## src/rtl/gedw_pkg.sv

```systemverilog
package gedw_pkg;

  // Window geometry; the mask register layout fixes a 5x5 window
  localparam int MAX_WINDOW = 5;
  localparam int MAX_RADIUS = (MAX_WINDOW - 1) / 2;
  localparam int RAD_W      = 2;
  localparam int MASK_W     = MAX_WINDOW * MAX_WINDOW;

  // Row counter and frame height limit
  localparam int ROW_W    = 10;
  localparam int DIM_W    = 11;
  localparam int MAX_ROWS = 1024;

  // Configuration port
  localparam int CFG_IDX_W  = 3;
  localparam int CFG_DATA_W = MASK_W;

  typedef enum logic [CFG_IDX_W-1:0] {
    CFG_ERODE  = 3'd0,
    CFG_RADIUS = 3'd1,
    CFG_MASK   = 3'd2,
    CFG_WIDTH  = 3'd3,
    CFG_HEIGHT = 3'd4
  } cfg_idx_e;

  // Control handed from the top level to every window cell
  typedef struct packed {
    logic shift;   // take the neighbor's column
    logic adv;     // pipeline advances, register the column result
    logic erode;   // 1: minimum, 0: maximum
  } cell_ctrl_t;

endpackage

```

## src/rtl/gedw_cell.sv

```systemverilog
module gedw_cell import gedw_pkg::*; #(
  parameter int PIXEL_BITS = 8
) (
  input  logic                  clk_i,
  input  logic                  rst_ni,
  input  cell_ctrl_t            ctrl_i,
  input  logic [PIXEL_BITS-1:0] col_i [MAX_WINDOW],
  input  logic [MAX_WINDOW-1:0] mask_i,
  output logic [PIXEL_BITS-1:0] col_o [MAX_WINDOW],
  output logic [PIXEL_BITS-1:0] part_o
);

  logic [PIXEL_BITS-1:0] col_q [MAX_WINDOW];
  logic [PIXEL_BITS-1:0] part_d;
  logic [PIXEL_BITS-1:0] part_q;

  // Masked max/min down this window column
  always_comb begin
    part_d = ctrl_i.erode ? '1 : '0;
    for (int k = 0; k < MAX_WINDOW; k++) begin
      if (mask_i[k] && (ctrl_i.erode ? (col_q[k] < part_d) : (col_q[k] > part_d))) begin
        part_d = col_q[k];
      end
    end
  end

  // Window column shifts toward the left neighbor
  always_ff @(posedge clk_i or negedge rst_ni) begin
    if (!rst_ni) begin
      for (int k = 0; k < MAX_WINDOW; k++) begin
        col_q[k] <= '0;
      end
    end else if (ctrl_i.shift) begin
      col_q <= col_i;
    end
  end

  // Column result register
  always_ff @(posedge clk_i) begin
    if (ctrl_i.adv) begin
      part_q <= part_d;
    end
  end

  assign col_o  = col_q;
  assign part_o = part_q;

endmodule

```

## config.mk

```make
export PLATFORM = sky130hd
export DESIGN_NAME = gedw_cell
export DESIGN_NICKNAME = d
export VERILOG_FILES = /design/src/rtl/gedw_pkg.sv /design/src/rtl/gedw_cell.sv
export SDC_FILE = /design/constraint.sdc
export NUM_CORES = 1
export LEC_CHECK = 0
export BUFFER_PORTS_ARGS = -buffer_cell sky130_fd_sc_hd__buf_4
export CAP_MARGIN = 20
export CORE_UTILIZATION = 45
export CTS_BUF_LIST = sky130_fd_sc_hd__clkbuf_8
export DETAILED_ROUTE_END_ITERATION = 8
export PLACE_DENSITY = 0.69
export SLEW_MARGIN = 20
export SYNTH_ARGS = -nofsm -noshare
export SYNTH_HDL_FRONTEND = slang
export SYNTH_SLANG_ARGS = --single-unit
```

## constraint.sdc

```tcl
create_clock -name clk_i -period 30 [get_ports clk_i]
set_input_delay 4.5 -clock clk_i [delete_from_list [all_inputs] [get_ports clk_i]]
set_output_delay 4.5 -clock clk_i [all_outputs]
set_load 0.01 [all_outputs]
```

==> results.yml <==
layout:
  area_growth_pct: 20.3
  nets: 610
  antenna_cells: 0
  stdcell_count: 632
  drive_above_1_share: 0.313
setup_path:
  rrSetupSlack_ps: 18640
  path_buf_inv: 5
  critical_path_class: "input pin to flip-flop"
  cp.arrival_ps: 16000
  worstPathRequired_ps: 30060
  crit_fanout: 44
  slowest_stage: "nor2b_1"
  start_kind: "input pin"
  cp-end-kind: "flip-flop"
  cpLargestDelayFamily: "compound AO/OA/AOI/OAI gates"
  startpoint: "ctrl_i[0]"
  slowest_delay_ps: 800
  worstReg2RegStart: "col_o[37]$_DFFE_PN0P_"
route:
  viasPerCell: 6.06
  wire_per_inst_um: 17.6
  drcViolationCount: 9
  vias: 3833
  drt_iter0_markers: 216
  ant_nets: 0
  drt_pre_antenna_iters: 9
  wl_um: 11100
sta:
  hold_viol: 0
  report.final.slew_viol_count: 0
  rsz0062_at_grt: "false"
  tightestPinTransition_ps: 999
  fin_ws_ps: 14060
  clock_skew_ps: 8.52
  fin_crit_ps: 15940
  setup_viol: 0
  fmax_mhz: 62.7
  holdWs_ps: 592
  tns_ps: 0
  period_share: 0.531
  slew_headroom: 0.333
clock_network:
  ctsHoldBuffers: 0
  cts_buffers: 5
  post_cts_buffers: 0
  cts_sinks: 48
  clk_latency_ps: 310
  htreeDepth: 2
  clockRootBuffer: "clkbuf_8"
  cts.clk_slew.worst_paths_ps: 100
  clk_path_buf_depth: 2
  cts_tree: "done"
  cts_resized: 0
synthesis:
  synth_top_cell_by_area: "dfrtp_1"
  avgSynthCellArea_um2: 9.29
  yosysWarnings: 0
  synth-main-ff-cell: "dfrtp_1"
  ys_ff_latch: 48
  synth_cell_types: 75
  synth-edff-count: 8
  ys_top_cells_by_area: "dfrtp_1 (24%), ha_1 (11%), mux2_2 (10%)"
  synthCells: 443
  synthArstFlopShare: 0.833
  syn-cell-area_mm2: 0.00411
  syn_nets: 530
  ys_seq_area_frac: 0.302
  synth_top_cell_area_share: 0.243
global_routing:
  antenna_found_initial: 0
  grt_max_degree: 51
  overflow: 0
  grt_pass1_vias: 3709
  grt_pass1_wl_um: 18600
  grtUsageTotal: 0.241
placement:
  dpl.hpwl_um: 8460
  gp_congestion: 0.922
  post-place-cells: 624
  dpl_worst_slack_ps: 14020
  portBuffers: 97
floorplan:
  pin_count: 98
  dieArea_mm2: 0.00953
  die_w_um: 97.6
  die_h_um: 97.6
  num_rows: 34
  core_area_mm2: 0.00881
  start_util: 0.467
status:
  violations: "design-rule violations"
  status: "finished, violations left"
pwr:
  p_per_area_mw_per_mm2: 53.5
  ir_worst_vdd_mv: 0.0250
  leakage_nw: 2.28
flow_run:
  drv_cap: 0
min_path:
  hp-class: "flip-flop to flip-flop"
  hold_start: "col_o[7]$_DFFE_PN0P_"
power breakdown:
group	internal, W	total, W	switching [W]	leakage (nW)
logic	0.0000628	0.000139	0.0000763	1.68
registers	0.0000760	0.0000854	0.00000933	0.551
clock network	0.0000164	0.0000401	0.0000237	0.0499
per-layer routing:
layer / up-vias / routed length [um] / share of wire / global-route usage
li1: 1858 / - / - / -
met1: 1824 / 5320 / 0.48 / 0.354
met2: 137 / 5040 / 0.45 / 0.369
met3: 14 / 637 / 0.057 / 0.0317
met4: 0 / 154 / 0.014 / 0.0688
met5: - / 0 / 0 / 0
area by class of cell:
| class | count | area [um2] |
|---|---|---|
| clock buffers | 5 | 68.8 |
| clock inverters | 3 | 18.8 |
| fillers | 804 | 3860 |
| inverters | 23 | 86.3 |
| multi-input cells | 346 | 2660 |
| flip-flops and latches | 48 | 1240 |
| well taps | 108 | 135 |
| repair buffers | 99 | 743 |
path summary, 6_finish.rpt:
path	to	cells past startpoint
setup / recovery	part_o[0]$_DFFE_PP_	45
hold / removal	col_o[7]$_DFFE_PN0P_	1
setup reg to reg	part_o[0]$_DFFE_PP_	42
hold reg to reg	col_o[7]$_DFFE_PN0P_	1
max in group asynchronous	col_o[12]$_DFFE_PN0P_	1
min in group asynchronous	col_o[10]$_DFFE_PN0P_	1
state kept, by name (all words and copies together), names as in the netlist:
register  flops
col_o        40
part_o        8
through the flow:
step	total power, W	cell area [um2]	util
global route	0.000285	4950	0.562
finish	0.000265	4950	0.562
detailed placement	0.000224	4860	0.552
floorplan	0.000184	4110	-
CTS	0.000265	4950	0.562
global placement	0.000220	4860	0.552
layout by cell type, fill, tap and decap left out, types with 3 or more instances in the layout:
cell,count
o311ai_1,5
a21oi_1,14
mux2i_1,4
nand2b_1,5
o31ai_1,11
o211ai_1,3
clkbuf_8,5
a21o_1,14
dfrtp_1,40
and4_1,5
a211o_1,6
inv_1,24
a211oi_1,3
ha_1,37
mux2_2,38
nor2b_1,5
nand4_1,6
and2_1,3
nand2_1,32
a311o_1,3
nand3_1,20
edfxtp_1,8
o22ai_1,10
a41oi_1,3
nor3_1,7
a31oi_1,4
o2111ai_1,5
nor2_1,27
buf_4,99
o21ai_0,19
and3_1,6
worst reg2reg max path: cells and delay by family (launching register included):
kind | cells | cell delay [ps]
compound gates | 22 | 5210
flops | 1 | 440
fa+ha+maj | 5 | 1480
buf+inv | 2 | 290
mux | 2 | 630
simple gates | 11 | 3070
cell families after synthesis:
family	count (synthesis)	share of synthesized area
buffers and inverters	49	0.0526
muxes	44	0.121
DFF	48	0.302
adders and majority gates	37	0.113
and+or+nand+nor	138	0.182
AOI/OAI and AO/OA	127	0.230
synth_stat cells (all sizes together) (2+ instances only):
| library cell | n |
|---|---|
| dfrtp | 40 |
| mux2 | 40 |
| ha | 37 |
| nand2 | 32 |
| nor2 | 28 |
| inv | 23 |
| o21ai | 23 |
| nand3 | 21 |
| clkbuf | 16 |
| a21oi | 15 |
| a21o | 14 |
| o31ai | 12 |
| buf | 10 |
| o22ai | 10 |
| edfxtp | 8 |
| nor3 | 8 |
| o311ai | 7 |
| a211o | 6 |
| and3 | 6 |
| and4 | 6 |
| nand4 | 6 |
| nor2b | 6 |
| a211oi | 5 |
| a31oi | 5 |
| nand2b | 5 |
| o2111ai | 5 |
| and2 | 4 |
| mux2i | 4 |
| o211ai | 4 |
| a311o | 3 |
| a41oi | 3 |
| nor4 | 3 |
| or2 | 3 |
| and4b | 2 |
| o211a | 2 |
| or4 | 2 |
No activity file was read; power rests on OpenSTA's default activity.
